$ cat config.mk
export PLATFORM = sky130hd
export DESIGN_NAME = rhythm_pattern_multiplier_sequencer
export DESIGN_NICKNAME = d
export VERILOG_FILES = /design/src/rtl/rpms_pkg.sv /design/src/rtl/rpms_mul.sv /design/src/rtl/rhythm_pattern_multiplier_sequencer.sv
export SDC_FILE = /design/constraint.sdc
export NUM_CORES = 1
export LEC_CHECK = 0
export BUFFER_PORTS_ARGS = -buffer_cell sky130_fd_sc_hd__buf_2
export CORE_MARGIN = 3
export CORE_UTILIZATION = 65
export DETAILED_ROUTE_END_ITERATION = 10
export PLACE_DENSITY = 0.83
export SLEW_MARGIN = 20
export SYNTH_ARGS = -nofsm -noshare
export SYNTH_HDL_FRONTEND = slang
export SYNTH_SLANG_ARGS = --single-unit
$ cat constraint.sdc
create_clock -name i_clk -period 12.14 [get_ports i_clk]
set_input_delay 0.607 -clock i_clk [delete_from_list [all_inputs] [get_ports i_clk]]
set_output_delay 0.607 -clock i_clk [all_outputs]
set_load 0.02 [all_outputs]
$ cat src/rtl/rpms_pkg.sv
// ----------------------------------------------------------------------------
// rpms_pkg
// Types, constants and ROM contents shared by the rhythm pattern sequencer.
// ----------------------------------------------------------------------------
package rpms_pkg;

    localparam int STEP_W  = 4;
    localparam int PATCH_W = 4;
    localparam int SEL_W   = 4;
    localparam int CV_W    = 15;
    localparam int MAG_W   = 14;
    localparam int PAT_W   = 16;
    localparam int MUL_W   = 19;
    localparam int PROD_W  = 2 * MUL_W;

    localparam int IN_DATA_W  = 24;
    localparam int OUT_DATA_W = 16;
    localparam int CFG_IDX_W  = 3;
    localparam int CFG_DATA_W = 4;

    // Register indexes of the configuration port.
    localparam logic [CFG_IDX_W-1:0] CFG_BANK    = 3'd0;
    localparam logic [CFG_IDX_W-1:0] CFG_PRIME   = 3'd1;
    localparam logic [CFG_IDX_W-1:0] CFG_FACTOR1 = 3'd2;
    localparam logic [CFG_IDX_W-1:0] CFG_FACTOR2 = 3'd3;
    localparam logic [CFG_IDX_W-1:0] CFG_FACTOR3 = 3'd4;

    // Control voltage full scale in millivolts.
    localparam logic signed [CV_W-1:0] CV_POS_LIMIT = 15'sd10000;
    localparam logic [MAG_W-1:0]       CV_MAG_LIMIT = 14'd10000;

    // Division by 10000 as a multiply by ceil(2^32 / 10000) and a shift by 32.
    // Exact for every product of a patch and a voltage up to full scale.
    localparam logic [MUL_W-1:0] RECIP_MULT  = 19'd429497;
    localparam int               RECIP_SHIFT = 32;

    localparam logic [PAT_W-1:0] MASK_ONE   = 16'hFFFF;
    localparam logic [PAT_W-1:0] MASK_TWO   = 16'h0F0F;
    localparam logic [PAT_W-1:0] MASK_THREE = 16'hF003;

    localparam logic [PAT_W-1:0] PATTERN_ROM [32] = '{
        16'h8888, 16'h888A, 16'h8892, 16'h8894, 16'h88A2, 16'h88A4, 16'h8912, 16'h8914,
        16'h8922, 16'h8924, 16'h8A8A, 16'h8AAA, 16'h9292, 16'h92AA, 16'h94AA, 16'h952A,
        16'h8282, 16'h828A, 16'h8292, 16'h82A2, 16'h8484, 16'h848A, 16'h8492, 16'h8494,
        16'h84A2, 16'h84A4, 16'h850A, 16'h8512, 16'h8514, 16'h8522, 16'h8524, 16'h8544
    };

    localparam logic [SEL_W-1:0] FACTOR_ROM [16] = '{
        4'd1, 4'd2, 4'd4, 4'd8, 4'd0, 4'd3, 4'd6, 4'd9,
        4'd12, 4'd5, 4'd10, 4'd15, 4'd7, 4'd14, 4'd11, 4'd13
    };

    typedef enum logic [2:0] {
        ST_IDLE,
        ST_CV_MUL,
        ST_RECIP_MUL,
        ST_PATCH,
        ST_F1_MUL,
        ST_F2_MUL,
        ST_F3_MUL,
        ST_DONE
    } t_state;

    // Factor table lookup; entry four is the factor sixteen.
    function automatic logic [MUL_W-1:0] factor_of(input logic [SEL_W-1:0] sel);
        logic [MUL_W-1:0] f;
        if (sel == 4'd4) begin
            f = 19'd16;
        end else begin
            f = {{(MUL_W-SEL_W){1'b0}}, FACTOR_ROM[sel]};
        end
        return f;
    endfunction

    // Folds a product into sixteen bits as low half OR the next four bits.
    function automatic logic [PAT_W-1:0] fold_product(input logic [PROD_W-1:0] p);
        return p[PAT_W-1:0] | {{(PAT_W-4){1'b0}}, p[PAT_W+3:PAT_W]};
    endfunction

endpackage

$ cat src/rtl/rpms_mul.sv
// ----------------------------------------------------------------------------
// rpms_mul
// Shared unsigned multiplier with a registered product and a load enable.
// ----------------------------------------------------------------------------
module rpms_mul (
    input  logic                         i_clk,
    input  logic                         i_en,
    input  logic [rpms_pkg::MUL_W-1:0]   i_a,
    input  logic [rpms_pkg::MUL_W-1:0]   i_b,
    output logic [rpms_pkg::PROD_W-1:0]  o_prod
);

    logic [rpms_pkg::PROD_W-1:0] r_prod;

    always_ff @(posedge i_clk) begin
        if (i_en) begin
            r_prod <= rpms_pkg::PROD_W'(i_a) * rpms_pkg::PROD_W'(i_b);
        end
    end

    assign o_prod = r_prod;

endmodule

$ cat src/rtl/rhythm_pattern_multiplier_sequencer.sv
// ----------------------------------------------------------------------------
// rhythm_pattern_multiplier_sequencer
// Step sequencer that gates a clock with a ROM rhythm pattern and three
// multiplied variants of it, with control voltage scaling of the patch.
// ----------------------------------------------------------------------------
//  channel  | direction | content
//  s        | in        | tick: clock/reset levels, connection flags, cv
//  m        | out       | four gates, step position, effective patch
//  cfg      | in        | register writes, index 0..4
//
//  For each item the sequencer runs five products through the one shared
//  multiplier. The input is ready only while the sequencer is idle; a
//  finished item waits in the output register until taken, and the next
//  item may enter meanwhile. Reset is synchronous and active low; it clears
//  the state, step, edge history, held gates, output valid and configuration.
// ----------------------------------------------------------------------------
module rhythm_pattern_multiplier_sequencer #(
    parameter int STEP_COUNT = 16
) (
    input  logic                                i_clk,
    input  logic                                i_rst_n,
    input  logic                                i_s_tvalid,
    output logic                                o_s_tready,
    // clock_level, clock_connected, reset_level, cv_connected, cv_millivolts[14:0]
    input  logic [rpms_pkg::IN_DATA_W-1:0]      i_s_tdata,
    output logic                                o_m_tvalid,
    input  logic                                i_m_tready,
    // prime_gate, product_one_gate, product_two_gate, product_three_gate,
    // step_position[3:0], effective_patch[3:0]
    output logic [rpms_pkg::OUT_DATA_W-1:0]     o_m_tdata,
    input  logic                                i_cfg_we,
    input  logic [rpms_pkg::CFG_IDX_W-1:0]      i_cfg_index,
    input  logic [rpms_pkg::CFG_DATA_W-1:0]     i_cfg_data
);

    rpms_pkg::t_state r_state, n_state;

    logic                              r_bank;
    logic [rpms_pkg::PATCH_W-1:0]      r_prime;
    logic [rpms_pkg::SEL_W-1:0]        r_fsel1, r_fsel2, r_fsel3;

    logic [rpms_pkg::STEP_W-1:0]       r_step, n_step;
    logic                              r_prev_clk, n_prev_clk;
    logic                              r_prev_rst, n_prev_rst;
    logic [3:0]                        r_held, n_held;

    logic                              r_clk, r_clk_conn, r_rst, r_cv_pos, r_cv_neg;
    logic [rpms_pkg::MAG_W-1:0]        r_cv_mag;
    logic [rpms_pkg::PATCH_W-1:0]      r_patch, n_patch;
    logic [2:0]                        r_gbits, n_gbits;

    logic                              r_out_valid, n_out_valid;
    logic [rpms_pkg::OUT_DATA_W-1:0]   r_out_data, n_out_data;

    logic                              mul_en;
    logic [rpms_pkg::MUL_W-1:0]        mul_a, mul_b;
    logic [rpms_pkg::PROD_W-1:0]       mul_p;

    logic                              accept;
    logic signed [rpms_pkg::CV_W-1:0]  in_cv;
    logic [rpms_pkg::PAT_W-1:0]        pattern;
    logic [rpms_pkg::PAT_W-1:0]        folded;
    logic [5:0]                        quotient;
    logic [rpms_pkg::STEP_W:0]         step_inc;

    assign accept  = i_s_tvalid && o_s_tready;
    assign in_cv   = $signed(i_s_tdata[rpms_pkg::CV_W+3:4]);
    assign pattern = rpms_pkg::PATTERN_ROM[{r_bank, r_patch}];
    assign folded  = rpms_pkg::fold_product(mul_p);
    assign quotient = mul_p[rpms_pkg::RECIP_SHIFT+5:rpms_pkg::RECIP_SHIFT];
    assign step_inc = {1'b0, r_step} + 5'd1;

    rpms_mul u_mul (
        .i_clk  (i_clk),
        .i_en   (mul_en),
        .i_a    (mul_a),
        .i_b    (mul_b),
        .o_prod (mul_p)
    );

    always_ff @(posedge i_clk) begin
        if (!i_rst_n) begin
            r_bank  <= 1'b0;
            r_prime <= '0;
            r_fsel1 <= '0;
            r_fsel2 <= '0;
            r_fsel3 <= '0;
        end else if (i_cfg_we) begin
            unique case (i_cfg_index)
                rpms_pkg::CFG_BANK:    r_bank  <= i_cfg_data[0];
                rpms_pkg::CFG_PRIME:   r_prime <= i_cfg_data;
                rpms_pkg::CFG_FACTOR1: r_fsel1 <= i_cfg_data;
                rpms_pkg::CFG_FACTOR2: r_fsel2 <= i_cfg_data;
                rpms_pkg::CFG_FACTOR3: r_fsel3 <= i_cfg_data;
                default: ;
            endcase
        end
    end

    always_ff @(posedge i_clk) begin
        if (!i_rst_n) begin
            r_state     <= rpms_pkg::ST_IDLE;
            r_step      <= '0;
            r_prev_clk  <= 1'b0;
            r_prev_rst  <= 1'b0;
            r_held      <= '0;
            r_out_valid <= 1'b0;
        end else begin
            r_state     <= n_state;
            r_step      <= n_step;
            r_prev_clk  <= n_prev_clk;
            r_prev_rst  <= n_prev_rst;
            r_held      <= n_held;
            r_out_valid <= n_out_valid;
        end
    end

    always_ff @(posedge i_clk) begin
        if (accept) begin
            r_clk      <= i_s_tdata[0];
            r_clk_conn <= i_s_tdata[1];
            r_rst      <= i_s_tdata[2];
            r_cv_pos   <= i_s_tdata[3] && (in_cv > 15'sd0);
            r_cv_neg   <= i_s_tdata[3] && (in_cv < 15'sd0);
            r_cv_mag   <= (in_cv > rpms_pkg::CV_POS_LIMIT) ? rpms_pkg::CV_MAG_LIMIT
                                                           : in_cv[rpms_pkg::MAG_W-1:0];
        end
        r_patch    <= n_patch;
        r_gbits    <= n_gbits;
        r_out_data <= n_out_data;
    end

    always_comb begin
        n_state     = r_state;
        n_step      = r_step;
        n_prev_clk  = r_prev_clk;
        n_prev_rst  = r_prev_rst;
        n_held      = r_held;
        n_patch     = r_patch;
        n_gbits     = r_gbits;
        n_out_valid = r_out_valid && !i_m_tready;
        n_out_data  = r_out_data;
        mul_en      = 1'b0;
        mul_a       = '0;
        mul_b       = '0;
        o_s_tready  = 1'b0;

        unique case (r_state)
            rpms_pkg::ST_IDLE: begin
                o_s_tready = 1'b1;
                if (i_s_tvalid) begin
                    n_state = rpms_pkg::ST_CV_MUL;
                end
            end
            rpms_pkg::ST_CV_MUL: begin
                mul_en  = 1'b1;
                mul_a   = {{(rpms_pkg::MUL_W-rpms_pkg::PATCH_W){1'b0}}, r_prime};
                mul_b   = {{(rpms_pkg::MUL_W-rpms_pkg::MAG_W){1'b0}}, r_cv_mag};
                n_state = rpms_pkg::ST_RECIP_MUL;
            end
            rpms_pkg::ST_RECIP_MUL: begin
                mul_en  = 1'b1;
                mul_a   = mul_p[rpms_pkg::MUL_W-1:0];
                mul_b   = rpms_pkg::RECIP_MULT;
                n_state = rpms_pkg::ST_PATCH;
            end
            rpms_pkg::ST_PATCH: begin
                if (r_cv_neg) begin
                    n_patch = '0;
                end else if (r_cv_pos) begin
                    n_patch = (quotient > {2'b00, r_prime}) ? r_prime
                                                           : quotient[rpms_pkg::PATCH_W-1:0];
                end else begin
                    n_patch = r_prime;
                end
                if (r_clk_conn) begin
                    if (r_clk && !r_prev_clk) begin
                        n_step = (step_inc >= 5'(STEP_COUNT)) ? '0
                                                              : step_inc[rpms_pkg::STEP_W-1:0];
                    end
                    if (r_rst && !r_prev_rst) begin
                        n_step = '0;
                    end
                    n_prev_clk = r_clk;
                    n_prev_rst = r_rst;
                end
                n_state = rpms_pkg::ST_F1_MUL;
            end
            rpms_pkg::ST_F1_MUL: begin
                mul_en     = 1'b1;
                mul_a      = {3'b000, pattern & rpms_pkg::MASK_ONE};
                mul_b      = rpms_pkg::factor_of(r_fsel1);
                n_gbits[0] = pattern[r_step];
                n_state    = rpms_pkg::ST_F2_MUL;
            end
            rpms_pkg::ST_F2_MUL: begin
                mul_en     = 1'b1;
                mul_a      = {3'b000, pattern & rpms_pkg::MASK_TWO};
                mul_b      = rpms_pkg::factor_of(r_fsel2);
                n_gbits[1] = folded[r_step];
                n_state    = rpms_pkg::ST_F3_MUL;
            end
            rpms_pkg::ST_F3_MUL: begin
                mul_en     = 1'b1;
                mul_a      = {3'b000, pattern & rpms_pkg::MASK_THREE};
                mul_b      = rpms_pkg::factor_of(r_fsel3);
                n_gbits[2] = folded[r_step];
                n_state    = rpms_pkg::ST_DONE;
            end
            rpms_pkg::ST_DONE: begin
                if (!r_out_valid || i_m_tready) begin
                    if (r_clk_conn) begin
                        n_held = r_clk ? {folded[r_step], r_gbits} : 4'b0000;
                    end
                    n_out_valid = 1'b1;
                    n_out_data  = {4'b0000, r_patch, r_step,
                                   (r_clk_conn ? (r_clk ? {folded[r_step], r_gbits} : 4'b0000)
                                               : r_held)};
                    n_state     = rpms_pkg::ST_IDLE;
                end
            end
            default: n_state = rpms_pkg::ST_IDLE;
        endcase
    end

    assign o_m_tvalid = r_out_valid;
    assign o_m_tdata  = r_out_data;

`ifndef SYNTHESIS
    a_ready_idle: assert property (@(posedge i_clk) disable iff (!i_rst_n)
        o_s_tready |-> (r_state == rpms_pkg::ST_IDLE))
        else $error("input ready outside idle");

    a_step_range: assert property (@(posedge i_clk) disable iff (!i_rst_n)
        ({1'b0, r_step} < 5'(STEP_COUNT)))
        else $error("step counter out of range");

    a_accept_starts: assert property (@(posedge i_clk) disable iff (!i_rst_n)
        accept |=> (r_state == rpms_pkg::ST_CV_MUL))
        else $error("accepted item did not start the sequencer");

    a_done_emits: assert property (@(posedge i_clk) disable iff (!i_rst_n)
        (r_state == rpms_pkg::ST_DONE && (!r_out_valid || i_m_tready)) |=> o_m_tvalid)
        else $error("finished item not presented");
`endif

endmodule
## Word level (Yosys, flattened, before mapping)

Memories as Yosys holds them, arrays and structs flattened.
Index checks and enable logic that the tools add are counted.

- Flip-flop bits (word level): 107
- Bits in read-only memories: 704
- Output and inout bits: 18
- Word-level logic and storage cells: 115
- Memories: 4

- Add/sub/neg operators: 1
- $mul: 1
- Order comparisons: 10
- Eq/ne operators: 16
- Mux-type cells: 31
- Bitwise logic cells: 5
- Reductions and logical operators: 24

Memories:

| name | depth | width | read ports | clocked after memory_dff | wr ports | line | text |
|---|---|---|---|---|---|---|---|
| (no name shown) | 32 | 16 | 1 | 0 | 0 | rhythm_pattern_multiplier_sequencer.sv:68 | `assign pattern = rpms_pkg::PATTERN_ROM[{r_bank, r_patch}];` |
| (no name shown) | 16 | 4 | 1 | 0 | 0 | rpms_pkg.sv:70 | `f = {{(MUL_W-SEL_W){1'b0}}, FACTOR_ROM[sel]};` |
| (no name shown) | 16 | 4 | 1 | 0 | 0 | rpms_pkg.sv:70 |  |
| (no name shown) | 16 | 4 | 1 | 0 | 0 | rpms_pkg.sv:70 |  |

Operators with widths:

| cell | number |
|---|---|
| 19-bit one-hot mux with 5 select lines | 2 |
| 4-bit two-way mux | 13 |
| 19-bit by 19-bit multiplier with 38-bit output | 1 |
| 16-bit two-way mux | 2 |
| 3-bit one-hot mux with 8 select lines | 1 |
| 5-bit greater-or-equal comparator, second input constant | 4 |
| 16-bit by 4-bit bitwise OR with 16-bit output | 1 |
| 2-bit AND reduction | 8 |
| 3-bit equality test, second input constant | 5 |
| 15-bit by 1-bit > comparator with 1-bit output, second input constant | 1 |
| 15-bit > comparator, second input constant | 1 |
| 15-bit by 1-bit < comparator with 1-bit output, second input constant | 1 |
| 5-bit two-way mux | 3 |
| 4-bit NOT with 5-bit output | 3 |
| 3-bit by 2-bit equality test with 1-bit output, second input constant | 4 |
| 4-bit by 3-bit equality test with 1-bit output, second input constant | 3 |
| 1-bit binary-select mux with 4-bit select | 2 |
| 3-bit by 1-bit equality test with 1-bit output, second input constant | 2 |
| 6-bit greater-or-equal comparator, second input constant | 1 |
| 6-bit by 4-bit > comparator with 1-bit output | 1 |
| 1-bit logical AND | 6 |
| 3-bit zero test | 2 |
| 1-bit two-way mux | 6 |
| 3-bit two-way mux | 2 |
| other kinds (9) | 13 |

## Longest topological paths before layout

- Depth in word-level cells: 7
- Gate-level depth with buffers: 28
- Depth with buffers taken out: 26

## By module

From an unflattened synthesis, not the netlist that was laid out.

- Cell total of the unflattened synthesis: 1948
- Area total of the unflattened synthesis: 17930.9 um^2

By module, submodules not included:

| module | times used | cells each | area each (um^2) | seq. area each (um^2) |
|---|---|---|---|---|
| rpms_mul | 1 | 1410 | 13091.3 | 1141.1 |
| rhythm_pattern_multiplier_sequencer | 1 | 538 | 4839.6 | 1761.7 |

## Worst setup path before layout

Ideal clock, no wire load.

- Path type: reg2reg
- From: register r_fsel3[0] (netlist name)
- To: register u_mul.r_prod, in the netlist u_mul.o_prod[33] (data pin)
- Library setup time: 257 ps
- Arrival: 6376 ps
- Path slack: 5507 ps
- Stages on the path, launching flop included: 26
- Clock period less this slack: 6633 ps
- Cells stage by stage: dfxtp_1 > inv_1 > ha_1 > nand3b_1 > a21oi_1 > a2111o_1 > clkbuf_1 > and2_1 > fa_1 > inv_1 > fa_1 > fa_1 > fa_1 > inv_1 > fa_1 > inv_1 > fa_1 > inv_1 > ha_1 > buf_2 > a21oi_2 > o21bai_1 > a221o_1 > o31ai_2 > and4b_1 > nor3_1

- Cells in the longest elaborated chain, start to end: 7
- Elaborated cells on any way between the ends: 8
- Those cells by class: mul: 1; eq/ne: 1; mux: 4; bitwise: 1; memory: 1

Ends and longest elaborated chain:

| element | line | text |
|---|---|---|
| start, declared | rhythm_pattern_multiplier_sequencer.sv:40 | `logic [rpms_pkg::SEL_W-1:0] r_fsel1, r_fsel2, r_fsel3;` |
| start signal, assigned | rhythm_pattern_multiplier_sequencer.sv:94 | `rpms_pkg::CFG_FACTOR3: r_fsel3 <= i_cfg_data;` |
| 4-bit NOT with 5-bit output (not written as such) | rpms_pkg.sv:70 |  |
| memory 16 x 4 bit | -- |  |
| 4-bit two-way mux (not written as such) (2 in series) | rpms_pkg.sv:70 |  |
| 5-bit two-way mux * | rpms_pkg.sv:67 | `if (sel == 4'd4) begin` |
| 19-bit one-hot mux with 5 select lines * | rhythm_pattern_multiplier_sequencer.sv:148 | `unique case (r_state)` |
| 19-bit by 19-bit multiplier with 38-bit output * | rpms_mul.sv:17 | `r_prod <= rpms_pkg::PROD_W'(i_a) * rpms_pkg::PROD_W'(i_b);` |
| end signal, assigned | rpms_mul.sv:17 |  |
| end, declared | rpms_mul.sv:13 | `logic [rpms_pkg::PROD_W-1:0] r_prod;` |

Mark *: on every way between the ends. The rest lies on a longest branch, timed or not. The select of a mux whose other input is x is not followed.
A chain may end at the register's enable or synchronous reset.

## Final worst setup path

- From: register r_state[2]
- To: register u_mul.r_prod, in the netlist u_mul.o_prod[33] (data pin)

- Cells in the longest elaborated chain, start to end: 3
- Elaborated cells on any way between the ends: 8
- Those cells by class: mul: 1; eq/ne: 5; mux: 2

Ends and longest elaborated chain:

| element | line | text |
|---|---|---|
| start, declared | rhythm_pattern_multiplier_sequencer.sv:36 | `rpms_pkg::t_state r_state, n_state;` |
| start signal, assigned | rhythm_pattern_multiplier_sequencer.sv:102 | `r_state <= rpms_pkg::ST_IDLE;` |
| start signal, assigned | rhythm_pattern_multiplier_sequencer.sv:109 | `r_state <= n_state;` |
| 3-bit equality test, or another cell as far along | rhythm_pattern_multiplier_sequencer.sv:148 |  |
| 19-bit one-hot mux with 5 select lines | rhythm_pattern_multiplier_sequencer.sv:148 |  |
| 19-bit by 19-bit multiplier with 38-bit output * | rpms_mul.sv:17 |  |

Mark *: on every way between the ends. The rest lies on a longest branch, timed or not.

==> impl_results.md <==
* Slew @ Worst Pin at ~1100 ps
* Asr flop ratio synth at 0
* Clk root buf: clkbuf_16
* CTS H-tree depth at 3
* Setup slack at placement at 3525 ps
* Initial antenna violation count at 0
* Upper clock frequency limit at between 0.1 and 0.15 GHz
* Final hold slack at ~430 ps
* Area growth syn-to-layout at 5.948%
* CTS clock-pin slew for the worst setup and hold paths at ~80 ps
* PortBufs at between 40 and 50
* Hold Path Origin: i_s_tdata[2]
* EDFF count, synth at 64
* Tightest Hold Check Type: primary input to flop
* Part of the cycle the worst path needs at 0.7248
* Worst-skew pair later-pin latency at 360 ps
* Netlist Area Pre-Place at 16390 um^2
* First-pass DRT Iterations at 6
* Via count at between 10000 and 15000
* RSZ-0062 raised after global routing: false
* Inst Count DP at approximately 2200
* Skew final at between 10 and 15 ps
* Hold Vio Cnt, Final at 0
* Core area at around 25000 um^2
* Cells after synthesis at 1801
* Min Tclk post-route at 8799 ps
* TritonCTS buffer count at 9
* Clk buf depth at 2
* P per Cell Area at 229.9 nW/um^2
* I/O pin cnt at 54
* Die ar. at approximately 27000 um^2
* Drc violations at 0
* Via density at about 5.7
* Worst vdd ir at 0.0003454 V
* Die H at around 160 um
* Final HPWL DP at approximately 32 mm
* Worst setup margin at about 3300 ps
* Final Instance Count excl. Fillers at between 2000 and 2500
* N_diodes at 0
* # rows at 57
* Crit end category: flop
* Total grt overflow at 0
* Crit. Startpoint: r_state[2]
* GP Congestion at ~0.93
* Antenna Violating Nets Remaining at 0
* Kind of critical path: flop to flop
* Synth Warn # at 0
* WP data arrival at just under 9000 ps
* Post-CTS sizing at 0
* First-pass GRT wire length at between 60 and 70 mm
* Total GRT Usage at 0.3030
* CTS tree: yes
* Setup Buffers After CTS at 0
* Cell area after layout at between 15000 and 20000 um^2
* Die width at around 160 um
* Yosys reg bits at 95
* CP Launch Type: flop
* Seq/Total Area, Yosys at 0.1552
* Synth Flop Type: edfxtp_1
* Sum of negative setup slack at 0 ps
* Distinct cells, synth at 79
* Nets@finish at about 2400
* Slew headroom at 0.2639
* WP data required at around 12000 ps
* Placed instance area at 17050 um^2
* Initial DRC count at between 1000 and 1500
* Max-Cap Viols at 0
* FF-to-FF Start: r_state[2]
* Vias in the first global route at between 10000 and 15000
* Final setup viols at 0
* WL/cell at between 15 and 20 um
* Total Routed Length at 38.67 mm
* Avg Cell Area, Syn at 9.099 um^2
* Sink Count at 95
* Status: complete, no violations
* Max FFs per register at 26
* Largest net degree at the start of global routing at roughly 50
* Crit-path max FO at 31
* Layout cell share with drive strength beyond 1 at 0.05280
* Initial Util at 0.6679
* # hold bufs at CTS at 0
* Leakage at approximately 9 nW
* Max Slew Vio Count at 0
-- worst max-delay path, cell delays in order (launching register included) --
cell and delay [ps]:
dfxtp_1 910, inv_1 660, or3_1 630, inv_1 220, nand2_1 110, o22ai_1 180, a221o_1 620, nand2_1 180
fa_1 560, inv_1 60, fa_1 490, inv_1 50, fa_1 490, inv_1 60, fa_1 480, fa_1 550
inv_1 50, fa_1 490, inv_1 40, ha_1 400, a21oi_2 210, o21bai_1 90, a221o_1 370, o31ai_2 360
and4b_1 240, nor3_1 60
-- synth_stat cells (all sizes together) (3+ instances only) --
master / count / area (um^2)
or2: 8 / 50.05
buf: 23 / 127.6
o22ai: 8 / 50.05
a21boi: 7 / 52.55
a21oi: 62 / 314.1
nand4: 10 / 62.56
nand3: 32 / 165.2
o221ai: 3 / 32.53
and4: 5 / 43.79
o21bai: 3 / 22.52
nor2: 68 / 257.8
nand2b: 20 / 125.1
a21o: 7 / 52.55
a221o: 6 / 60.06
and3: 32 / 200.2
mux2: 5 / 56.30
clkbuf: 39 / 146.4
nand2: 166 / 623.1
mux4: 8 / 180.2
o41ai: 4 / 42.55
a211oi: 8 / 60.06
nor3: 22 / 110.1
xor2: 4 / 35.03
o31ai: 4 / 35.03
a31oi: 10 / 62.56
mux2i: 28 / 280.3
nand3b: 5 / 37.54
xnor2: 10 / 87.58
nor3b: 3 / 22.52
nor2b: 40 / 250.2
and2: 31 / 193.9
o21a: 5 / 37.54
a211o: 3 / 26.28
dfxtp: 31 / 620.6
o311a: 5 / 50.05
nor4: 4 / 25.02
o211ai: 8 / 65.06
fa: 249 / 4985
edfxtp: 64 / 1922
ha: 201 / 2515
inv: 476 / 1787
o21ai: 41 / 205.2
a41oi: 3 / 26.28
-- logic make-up (layout without fill, tap and decap cells) --
group,Yosys count,in the layout,synth area share
simple gates,454,454,0.1363
xor+xnor,15,15,0.008856
fa+ha+maj,450,450,0.4577
mux,41,41,0.03153
other cells,2,74,0.0004583
flops,95,95,0.1552
buf+inv,538,540,0.1258
compound gates,206,206,0.08430
-- layer usage --
layer | routed length (um) | part of all wire | global-route usage
met1 | 14810 | 0.38 | 0.3784
met2 | 18780 | 0.49 | 0.5163
met3 | 3256 | 0.084 | 0.05994
met4 | 1817 | 0.047 | 0.1266
met5 | 0 | 0 | 0
-- through the flow --
| step | utilization | total power, mW |
|---|---|---|
| 4_1_cts | 0.7076 | 3.964 |
| 3_5_place_dp | 0.6951 | 3.627 |
| 5_1_grt | 0.7077 | 4.454 |
| 6_report | 0.7077 | 3.991 |
| 3_3_place_gp | 0.6951 | 3.507 |
| 2_1_floorplan | - | 2.877 |
-- path summary, 6_finish.rpt --
path | end | slack, ps | depth (start not counted)
max | u_mul.o_prod[33] | 3340 | 25
min | r_rst | 430 | 1
max reg2reg | u_mul.o_prod[33] | 3340 | 25
min reg2reg | r_held[3] | 460 | 2
-- where the power goes --
| part | switching [mW] | total, mW | internal [mW] |
|---|---|---|---|
| combinational | 1.92 | 3.17 | 1.25 |
| sequential | 0.0907 | 0.522 | 0.431 |
| clock | 0.148 | 0.296 | 0.148 |
| total | 2.16 | 3.99 | 1.83 |
-- area by class of cell --
class	instances	area, um^2
Multi-Input combinational cell	1240	12070
Fill cell	1829	7172
Sequential cell	95	2542
Inverter	476	1787
Tap cell	324	405.4
Timing Repair Buffer	48	250.2
Clock buffer	9	225.2
Clock inverter	7	81.33
-- cell usage in the layout (no fill, tap or decap), drive strengths merged, types with 5 or more instances in the layout --
cell    instances
a211oi          8
a21boi          7
a21o            7
a21oi          62
a221o           6
a31oi          10
and2           31
and3           32
and4            5
buf            48
clkbuf          9
conb           74
dfxtp          31
edfxtp         64
fa            249
ha            201
inv           480
mux2            5
mux2i          28
mux4            8
nand2         166
nand2b         20
nand3          32
nand3b          5
nand4          10
nor2           68
nor2b          40
nor3           22
o211ai          8
o21a            5
o21ai          41
o22ai           8
o311a           5
or2             8
xnor2          10
Note: power is estimated with default switching activity, not from simulation.
